$ cat src/hdl/scd_pkg.sv
// Package for the sparse COO element-wise divide block.
// Holds the command codes, controller state type and status/command structs.
package scd_pkg;

  typedef enum logic [1:0] {
    CMD_LOAD_X = 2'd0,
    CMD_LOAD_Y = 2'd1,
    CMD_RUN    = 2'd2,
    CMD_NONE   = 2'd3
  } cmd_e;

  typedef enum logic [2:0] {
    ST_IDLE,
    ST_READ,
    ST_CMP,
    ST_DIV,
    ST_EMIT,
    ST_EMPTY
  } state_e;

  // Controller to datapath.
  typedef struct packed {
    logic load_x;
    logic load_y;
    logic adv_x;
    logic adv_y;
    logic div_go;   // start a division; another match follows the held one
    logic emit;     // capture a matched result
    logic emit_empty;
    logic set_last;
    logic clr_lists;
  } ctl_t;

  // Datapath to controller.
  typedef struct packed {
    logic x_full;
    logic y_full;
    logic walk_done;
    logic cmp_lt;
    logic cmp_gt;
    logic div_busy;
    logic out_full;
  } sts_t;

endpackage

$ cat src/hdl/scd_ctrl.sv
// Controller state machine of the sparse COO divide block.
// Depends on scd_pkg.
module scd_ctrl (
  input  logic           clk_i,
  input  logic           rst_ni,
  input  logic           in_valid_i,
  input  logic [1:0]     cmd_i,
  output logic           in_ready_o,
  input  scd_pkg::sts_t  sts_i,
  output scd_pkg::ctl_t  ctl_o
);
  import scd_pkg::*;

  state_e state_q, state_d;
  logic   any_q, any_d;
  logic   acc;

  assign acc = in_valid_i && in_ready_o;

  always_ff @(posedge clk_i or negedge rst_ni) begin
    if (!rst_ni) begin
      state_q <= ST_IDLE;
      any_q   <= 1'b0;
    end else begin
      state_q <= state_d;
      any_q   <= any_d;
    end
  end

  // Next state.
  always_comb begin
    state_d = state_q;
    any_d = any_q;
    unique case (state_q)
      ST_IDLE: begin
        if (acc && cmd_i == CMD_RUN) begin
          state_d = ST_READ;
          any_d = 1'b0;
        end
      end
      ST_READ: begin
        if (sts_i.walk_done) begin
          state_d = any_q ? ST_IDLE : ST_EMPTY;
        end else begin
          state_d = ST_CMP;
        end
      end
      ST_CMP: begin
        if (sts_i.cmp_lt || sts_i.cmp_gt) begin
          state_d = ST_READ;
        end else begin
          state_d = ST_DIV;
        end
      end
      ST_DIV: begin
        if (!sts_i.div_busy) begin
          state_d = ST_EMIT;
        end
      end
      ST_EMIT: begin
        if (!sts_i.out_full) begin
          state_d = ST_READ;
          any_d = 1'b1;
        end
      end
      ST_EMPTY: begin
        if (!sts_i.out_full) begin
          state_d = ST_IDLE;
        end
      end
      default: state_d = ST_IDLE;
    endcase
  end

  // Outputs.
  always_comb begin
    ctl_o = '0;
    in_ready_o = 1'b0;
    unique case (state_q)
      ST_IDLE: begin
        in_ready_o = 1'b1;
        ctl_o.load_x = acc && cmd_i == CMD_LOAD_X;
        ctl_o.load_y = acc && cmd_i == CMD_LOAD_Y;
      end
      ST_READ: begin
        // With no match the lists stay until the empty result has taken the flag.
        ctl_o.set_last = sts_i.walk_done && any_q;
        ctl_o.clr_lists = sts_i.walk_done && any_q;
      end
      ST_CMP: begin
        ctl_o.adv_x = sts_i.cmp_lt;
        ctl_o.adv_y = sts_i.cmp_gt;
        ctl_o.div_go = !(sts_i.cmp_lt || sts_i.cmp_gt);
      end
      ST_DIV: ;
      ST_EMIT: begin
        ctl_o.emit = !sts_i.out_full;
        ctl_o.adv_x = !sts_i.out_full;
        ctl_o.adv_y = !sts_i.out_full;
      end
      ST_EMPTY: begin
        ctl_o.emit_empty = !sts_i.out_full;
        ctl_o.clr_lists = !sts_i.out_full;
      end
      default: ;
    endcase
  end
endmodule

$ cat config.mk
export PLATFORM = sky130hd
export DESIGN_NAME = scd_ctrl
export DESIGN_NICKNAME = d
export VERILOG_FILES = /design/src/hdl/scd_pkg.sv /design/src/hdl/scd_ctrl.sv
export SDC_FILE = /design/constraint.sdc
export NUM_CORES = 1
export LEC_CHECK = 0
export BUFFER_PORTS_ARGS = -buffer_cell sky130_fd_sc_hd__buf_2
export CORE_AREA = 3 3 40 42
export DETAILED_ROUTE_END_ITERATION = 8
export DIE_AREA = 0 0 43 45
export PLACE_DENSITY = 0.63
export RECOVER_POWER = 50
export SKIP_CTS_REPAIR_TIMING = 1
export SLEW_MARGIN = 20
export SYNTH_ARGS = -nofsm -noshare
export SYNTH_HDL_FRONTEND = slang
export SYNTH_SLANG_ARGS = --single-unit
export TNS_END_PERCENT = 10
$ cat constraint.sdc
create_clock -name clk_i -period 1.2 [get_ports clk_i]
set_clock_uncertainty 0.2 [all_clocks]
set_input_delay 0.12 -clock clk_i [delete_from_list [all_inputs] [get_ports clk_i]]
set_output_delay 0.12 -clock clk_i [all_outputs]
set_load 0.005 [all_outputs]
# ---- Yosys cells after proc, flatten, opt, wreduce, memory -nomap -nowiden
# Index checks and enable logic that the tools add are counted.
dict set report word_totals {
  output_inout_bits 10
  ff_bits 4
  elab_cells 45
}
dict set report op_classes {
  n_mux 19
  n_reduce_logical 13
  eq_ne 11
}
# cell n
set op_table {}
lappend op_table {{3-bit 2-to-1 mux} 6}
lappend op_table {{3-bit one-hot mux with 6 select lines} 1}
lappend op_table {{2-bit != test (second input constant)} 4}
lappend op_table {{1-bit 2-to-1 mux} 7}
lappend op_table {{3-bit by 2-bit equality test with 1-bit output (second input constant)} 2}
lappend op_table {{3-bit equality test (second input constant)} 2}
lappend op_table {{1-bit logical AND} 5}
lappend op_table {{2-bit 2-to-1 mux} 2}
lappend op_table {{1-bit one-hot mux with 2 select lines} 2}
lappend op_table {{2-bit one-hot mux with 2 select lines} 1}
lappend op_table {{4-bit AND reduction} 1}
lappend op_table {{3-bit by 1-bit equality test with 1-bit output (second input constant)} 1}
lappend op_table {{3-bit logical NOT} 1}
lappend op_table {{3-bit AND reduction} 1}
lappend op_table {{2-bit by 1-bit equality test with 1-bit output (second input constant)} 1}
lappend op_table {{2-bit equality test (second input constant)} 1}
lappend op_table {{1-bit logical NOT} 2}
lappend op_table {{2-bit logical NOT} 1}
lappend op_table {{2-bit nonzero test} 1}
lappend op_table {{1-bit logical OR} 1}

# ---- Longest topological paths before layout
# Gate-level depths: netlist of run 1.
dict set report logic_depth {
  ltp_word 6
  mapped_depth 4
  depth_no_buf 3
}

# ---- Worst setup path before layout of run 1
# No wires, ideal clock.
dict set report synth_path {
  path_type {flip-flop to flip-flop}
  start {reg state_q[0]}
  end {reg state_q[0]}
  n_path_buf 1
  setup_slack_ps -100
  path_stages_with_launch 5
  arrival_ps 970
  cell_sequence {dfrtp_1 > buf_6 > nor3_2 > nor2b_1 > nor4_2}
}
dict set report synth_via {
  elab_chain_len 6
  elab_cells_between_ends 15
}
# item line_no
set synth_rtl {}
lappend synth_rtl {{start, declared} scd_ctrl.sv:14} ;# state_e state_q, state_d;
lappend synth_rtl {{start signal, assigned} scd_ctrl.sv:25} ;# state_q <= state_d;
lappend synth_rtl {{3-bit logical NOT} scd_ctrl.sv:79} ;# unique case (state_q)
lappend synth_rtl {{1-bit 2-to-1 mux} scd_ctrl.sv:79}
lappend synth_rtl {{net in_ready_o} scd_ctrl.sv:8} ;# output logic in_ready_o,
lappend synth_rtl {{1-bit logical AND} scd_ctrl.sv:18} ;# assign acc = in_valid_i && in_ready_o;
lappend synth_rtl {{1-bit logical AND} scd_ctrl.sv:36} ;# if (acc && cmd_i == CMD_RUN) begin
lappend synth_rtl {{2-bit != test (no source line)} n/a}
lappend synth_rtl {{4-bit AND reduction (no source line)} n/a}
# The timed path passes the listed nets, and every way through them passes these cells.
# A chain may end at the register's enable or synchronous reset.

==> results of run 1 <==
[layer usage]
layer	global-route usage	part of all wire	vias to the layer above
li1	-	-	207
met1	0.1341	0.44	182
met2	0.1527	0.46	15
met3	0.04382	0.091	0
met4	0.1084	0	0
met5	0	0	-
[area by class of cell]
type,count,area share
well taps,15,0.02953
repair buffers,27,0.2756
flip-flops and latches,4,0.1634
inverters,1,0.005906
multi-input cells,34,0.4902
clock buffers,3,0.03543
[placed cells by master, fill, tap and decap left out, types with 2 or more instances in the layout]
cell type,n
buf_2,17
buf_4,6
nand2_1,4
nor2_1,3
a21oi_1,3
clkbuf_4,3
dfrtp_2,3
nand2b_4,2
and3b_1,2
nor2b_4,2
a21oi_2,2
[kinds of logic (layout without fill, tap and decap cells)]
| logic type | after synthesis | after routing |
|---|---|---|
| AOI/OAI and AO/OA | 10 | 10 |
| and+or+nand+nor | 24 | 24 |
| buffers and inverters | 3 | 31 |
| DFF | 4 | 4 |
[report_power, final]
| part | internal, mW | switching (mW) |
|---|---|---|
| Clock | 0.112 | 0.0506 |
| Sequential | 0.208 | 0.170 |
| Combinational | 0.525 | 0.326 |
| Total | 0.845 | 0.546 |
[metrics by stage]
stage / hold slack, ps / utilization
after CTS: -524.0 / 0.4362
after global placement: -273.2 / 0.4187
after detailed placement: -273.7 / 0.4187
final: 33.56 / 0.4946
after global routing: 34.70 / 0.4946
after floorplan: -375.6 / -
[sequential cells by signal, indices dropped and copies added (netlist names)]
register / flops
any_q: 1
state_q: 3
[path summary, 6_finish.rpt]
kind                                          end  depth (start not counted)
min in group asynchronous  state_q[1]$_DFFE_PN0P_                          2
setup reg to reg           state_q[0]$_DFFE_PN0P_                          3
hold / removal             state_q[1]$_DFFE_PN0P_                          3
hold reg to reg            state_q[2]$_DFFE_PN0P_                          3
setup / recovery                         ctl_o[7]                          4
max in group asynchronous  state_q[2]$_DFFE_PN0P_                          2
[critical path, cell delays in order, from the launching register on]
cell     delay [ps]
dfrtp_2         450
buf_12          150
nor3_4          130
and4b_1         210
buf_2           110
==> summary.log, run 1 <==
[run_status] status finished with violations
[run_status] violated checks setup timing
[synth] xor/xnor share of the synthesized area 0
[sta] share of the cycle needed by the critical path after routing 1.332
[finish] flip-flop and latch area 103.9 sq um
[grt] total routing resource utilization after global routing 0.1129
[placement] post-placement cell count 78
[synth] summed instance area of the synthesized netlist 374.1 sq um
[clocking] number of sinks driven by the clock tree 4
[grt] overall overflow remaining after global route 0
[floorplanning] io pins 22
[synth] synthesized flop and latch total 4
[synth] largest family of logic cells by synthesized area simple AND/OR/NAND/NOR gates
[setup_path] reg-to-reg critical path startpoint state_q[0]$_DFFE_PN0P_
[sta] Max Fclk 0.6254 GHz
[synth] syn_nets 53
[clocking] Root Driver clkbuf_4
[clocking] CTS buffer count 3
[synth] share of the yosys chip area belonging to registers 0.2676
[routing] First-pass DRT Iterations 4
[min_path] class of the most critical hold timing path in2reg
[finish] fillers 122
[setup_path] Crit path required time 880 ps
[placement] Cell Area, Placed 538.0 sq um
[grt] via count of the first global-routing pass 384
[synth] top post-synthesis cells by area dfrtp_1 27%, a21oi_1 6.7%, nor4b_4 6.4%
[routing] routed len/inst 10.81 um
[finish] antenna diode count 0
[clocking] buffers from clock root to sink, at most 2
[floorplanning] Chip Height 45 um
[sta] Hold Vio Cnt, Final 0
[finish] share of final-layout standard cells stronger than drive strength 1 0.6522
[synth] async set-reset flop share out of synthesis 1.000
[sta] crit path time final 1599 ps
[synth] Post-synth EDFFs 0
[finish] number of cells in the finished layout apart from fillers 84
[synth] area leader, netlist dfrtp_1
[floorplanning] initial standard-cell utilization of the core 0.2911
[sta] setup repair after global routing missed its margin yes
[setup_path] type of element capturing the critical path output port
[finish] final net count 83
[synth] area share of the largest cell type after synthesis 0.2676
[pwr] PwrDens 2188 nW/um^2
[grt] maximum number of pins on one net before global-route repair 12
[synth] count of warnings emitted by yosys 0
[placement] input/output buffers 19
[grt] number of antenna violations at the first check in global routing 0
[clocking] H-tree level count 1
[sta] setup_tns -3829 ps
[routing] DR vias/cell 4.810
[synth] Commonest cells post-synth 5 x a21oi_1, 4 x dfrtp_1, 4 x nand2_1
[setup_path] CP arrival 1280 ps
[setup_path] classification of the worst setup path reg2out
[routing] total wire length 908 um
[setup_path] launching instance or port of the critical path state_q[1]$_DFFE_PN0P_
[synth] post-synthesis mux area share 0
[pwr] power after layout 1.390 mW
[finish] combined area of the multi-input logic cells 311.5 sq um
[routing] via count 404
[floorplanning] core region area 1285 sq um
[synth] fraction of the mapped netlist area in compound gates 0.1572
[synth] syn_area_per_cell 9.125 sq um
[finish] post-route standard cell area excluding fillers 635.6 sq um
[clocking] clock tree from TritonCTS done
[grt] wire length of the first global-routing pass 1538 um
[placement] HPWL Detailed 691.7 um
[floorplanning] Die Width 43 um
[min_path] Min-Delay Startpoint sts_i[1]
[routing] drt first-iter violations 3
[synth] Post-Synth Adder-Cell Area 0
[setup_path] r2r setup slk -140 ps
[sta] Final Max Tran Viols 0
[setup_path] Setup crit start kind flip-flop
[clocking] Worst-Skew Late Latency 230 ps
[synth] post-synthesis simple-gate area fraction 0.5217
[run] Max-Cap Viols 0
[sta] Slew @ Worst Pin 276.3 ps
[sta] Setup Viol. Count Final 14
[floorplanning] floorplan die area 1935 sq um
[pwr] Leak 0.3031 nW
[routing] Detail Route Antenna Nets 0
[synth] Top FF cell, synth dfrtp_1
[synth] most repeated cell in the gate-level netlist after synthesis a21oi_1
[sta] worst max-slew margin expressed relative to the limit 0.8153
[sta] post-route worst setup slack -399.0 ps
[synth] number of standard cells after synthesis 41
[clocking] clock transition at the registers of the reported paths 40 ps
[finish] area overhead of the layout relative to synthesis 69.90%
[pwr] Max IR drop VDD 0.001105 V
[placement] gpl congestion 0.7319
[synth] count of unique library cells instantiated by Yosys 26
[floorplanning] floorplan row count 13
[placement] worst slack, placed -189.9 ps
[setup_path] critical path peak fanout 6
[routing] DRC errors left 0
Power figures use the tool's default switching activity.
==> run 2: changes to the inputs <==
==> constraint.sdc (replaced) <==
create_clock -name clk_i -period 1.2 [get_ports clk_i]
set_clock_uncertainty 0.2 [all_clocks]
set_input_delay 0.12 -clock clk_i [delete_from_list [all_inputs] [get_ports clk_i]]
set_output_delay 0.12 -clock clk_i [all_outputs]
set_load 0.1 [all_outputs]
==> run 2 against run 1 <==
The flow still finishes with violations (setup timing). Combinational power rose by 120%. Final area is 32% higher. Count of clock-buffer cells in the layout unchanged. Total power up 72%. Critical endpoint is now ctl_o[5]. Largest power group unchanged. Highest routed layer unchanged.
==> summary.log, run 2 (synthesis gave the netlist of run 1 again) <==
[clocking] CTS buffer count 3 [unchanged]
[routing] Detail Route Antenna Nets 0 [unchanged]
[finish] register with the most flip-flops state_q
[setup_path] type of element capturing the critical path output port
[finish] highest-count cells in the layout ignoring fill and taps 12 x buf_4, 11 x buf_12, 8 x buf_2
[clocking] clock tree from TritonCTS done
[sta] crit path time final 1729 ps [+129.8 ps]
[floorplanning] initial standard-cell utilization of the core 0.2911 [unchanged]
[finish] number of cells in the finished layout apart from fillers 90 [+7.1%]
[grt] via count of the first global-routing pass 424 [+10%]
[clocking] Root Driver clkbuf_4
[routing] routed len/inst 12.62 um [+17%]
[setup_path] CP arrival 1410 ps [+130 ps]
[sta] Hold Vio Cnt, Final 0 [unchanged]
[pwr] PwrDens 2836 nW/um^2 [+30%]
[run_status] violated checks setup timing
[finish] registers with the highest flip-flop counts state_q x3, any_q x1
[finish] area overhead of the layout relative to synthesis 125.1%
[sta] Final Max Tran Viols 0 [unchanged]
[finish] share of final-layout standard cells stronger than drive strength 1 0.6800 [+0.02783]
[finish] max FFs per register 3 [unchanged]
[sta] setup repair after global routing missed its margin yes
[floorplanning] Die Width 43 um [unchanged]
[placement] HPWL Detailed 918.4 um [+33%]
[pwr] reported net switching power 1.227 mW [+120%]
[setup_path] Setup crit start kind flip-flop
[setup_path] worst reg-to-reg path cell count 4 [+1]
[routing] total wire length 1136 um [+25%]
[finish] fillers 111 [-9.0%]
[pwr] share of power burned in combinational logic 0.799 [+0.188]
[routing] DRC errors left 0 [unchanged]
[sta] share of the cycle needed by the critical path after routing 1.441 [+0.1082]
[placement] post-placement cell count 86 [+10%]
[sta] Max Fclk 0.5784 GHz [-7.5%]
[grt] overall overflow remaining after global route 0 [unchanged]
[grt] wire length of the first global-routing pass 1821 um [+18%]
[finish] most common cell after layout, fill and taps aside buf_4
[pwr] Clock Power Share 0.068 [-0.049]
[setup_path] classification of the worst setup path reg2out
[sta] Slew @ Worst Pin 336.3 ps [+59.94 ps]
[grt] maximum number of pins on one net before global-route repair 9 [-3]
[pwr] internal power consumption 1.161 mW [+37%]
[grt] number of antenna violations at the first check in global routing 0 [unchanged]
[run] Max-Cap Viols 0 [unchanged]
[clocking] clock transition at the registers of the reported paths 40 ps [about the same]
[sta] worst max-slew margin expressed relative to the limit 0.7745 [-0.04083]
[min_path] class of the most critical hold timing path in2reg
[run_status] status finished with violations
[clocking] Worst-Skew Late Latency 230 ps [about the same]
[finish] final net count 89 [+7.2%]
[pwr] Max IR drop VDD 0.002169 V [+96%]
[pwr] Leak 0.3518 nW [+16%]
[clocking] buffers from clock root to sink, at most 2 [unchanged]
[sta] post-route worst setup slack -528.8 ps [-129.8 ps]
[finish] Layout Utilization 0.6553 [+0.1607]
[routing] First-pass DRT Iterations 4 [unchanged]
[sta] setup_tns -5671 ps [-1842 ps]
[placement] input/output buffers 19 [unchanged]
[placement] worst slack, placed -393.0 ps [-203.1 ps]
[finish] antenna diode count 0 [unchanged]
[floorplanning] floorplan row count 13 [unchanged]
[routing] via count 418 [+3.5%]
[routing] DR vias/cell 4.644 [-3.4%]
[setup_path] Crit path required time 880 ps [about the same]
[floorplanning] core region area 1285 sq um [unchanged]
[sta] Setup Viol. Count Final 14 [unchanged]
[sta] Hold Slack 8.174 ps [-25.39 ps]
[floorplanning] Chip Height 45 um [unchanged]
[placement] gpl congestion 0.7388 [+0.94%]
[clocking] number of sinks driven by the clock tree 4 [unchanged]
[routing] drt first-iter violations 4 [+1]
[min_path] number of stages on the worst hold path 3 [unchanged]
[pwr] fraction of power consumed by sequential logic 0.132 [-0.140]
[pwr] switching power share of the total 0.5137 [+0.1211]
[floorplanning] floorplan die area 1935 sq um [unchanged]
[clocking] H-tree level count 1 [unchanged]
[floorplanning] io pins 22 [unchanged]
[setup_path] critical path peak fanout 7 [+1]
[grt] total routing resource utilization after global routing 0.1235 [+0.01066]
-- run 2: cell count changes in the layout (fill, tap and decap cells not counted), sizes merged --
cell  previous run  this run
buf             25        31
-- run 2: critical path: stages, from the launching register on --
cell and delay [ps]:
dfrtp_2 450, nand2b_1 90, or2_4 270, a21oi_4 170, buf_12 190
-- run 2: layer usage --
metal	wire, um	vias up	GRT usage
met5	0	-	0
met4	0	0	0.01807
met3	77	0	0.05179
met2	584	15	0.2126
met1	473	183	0.1481
li1	-	220	-
-- run 2: through the flow --
step                total power, mW  cell area, sq um
detailed placement            2.123             772.0
floorplan                     1.372             414.1
finish                        2.388             842.1
global placement              2.099             772.0
global route                  2.529             842.1
CTS                           2.305             794.5
-- run 2: path summary, 6_finish.rpt --
kind / from / to / slack [ps]
min: sts_i[1] / state_q[1]$_DFFE_PN0P_ / 8
min reg2reg: any_q$_DFFE_PN0P_ / any_q$_DFFE_PN0P_ / 530
min in group asynchronous: rst_ni / state_q[1]$_DFFE_PN0P_ / 40
max in group asynchronous: rst_ni / state_q[2]$_DFFE_PN0P_ / 560
max: state_q[2]$_DFFE_PN0P_ / ctl_o[5] / -530
max reg2reg: state_q[1]$_DFFE_PN0P_ / state_q[0]$_DFFE_PN0P_ / -270
-- run 2: power by group through the flow --
stage | combinational [mW] | sequential [mW] | clock (mW)
floorplan | 1.10 | 0.272 | 0
global placement | 1.81 | 0.291 | 0
detailed placement | 1.82 | 0.300 | 0
CTS | 1.83 | 0.300 | 0.174
global route | 2.01 | 0.332 | 0.189
finish | 1.91 | 0.316 | 0.163
-- run 2: cell type report --
| class | instances | area [sq um] | area share |
|---|---|---|---|
| clock buffers | 3 | 22.52 | 0.02675 |
| inverters | 1 | 3.754 | 0.004458 |
| multi-input cells | 34 | 330.3 | 0.3923 |
| flip-flops and latches | 4 | 102.6 | 0.1218 |
| well taps | 15 | 18.77 | 0.02229 |
| repair buffers | 33 | 364.1 | 0.4324 |
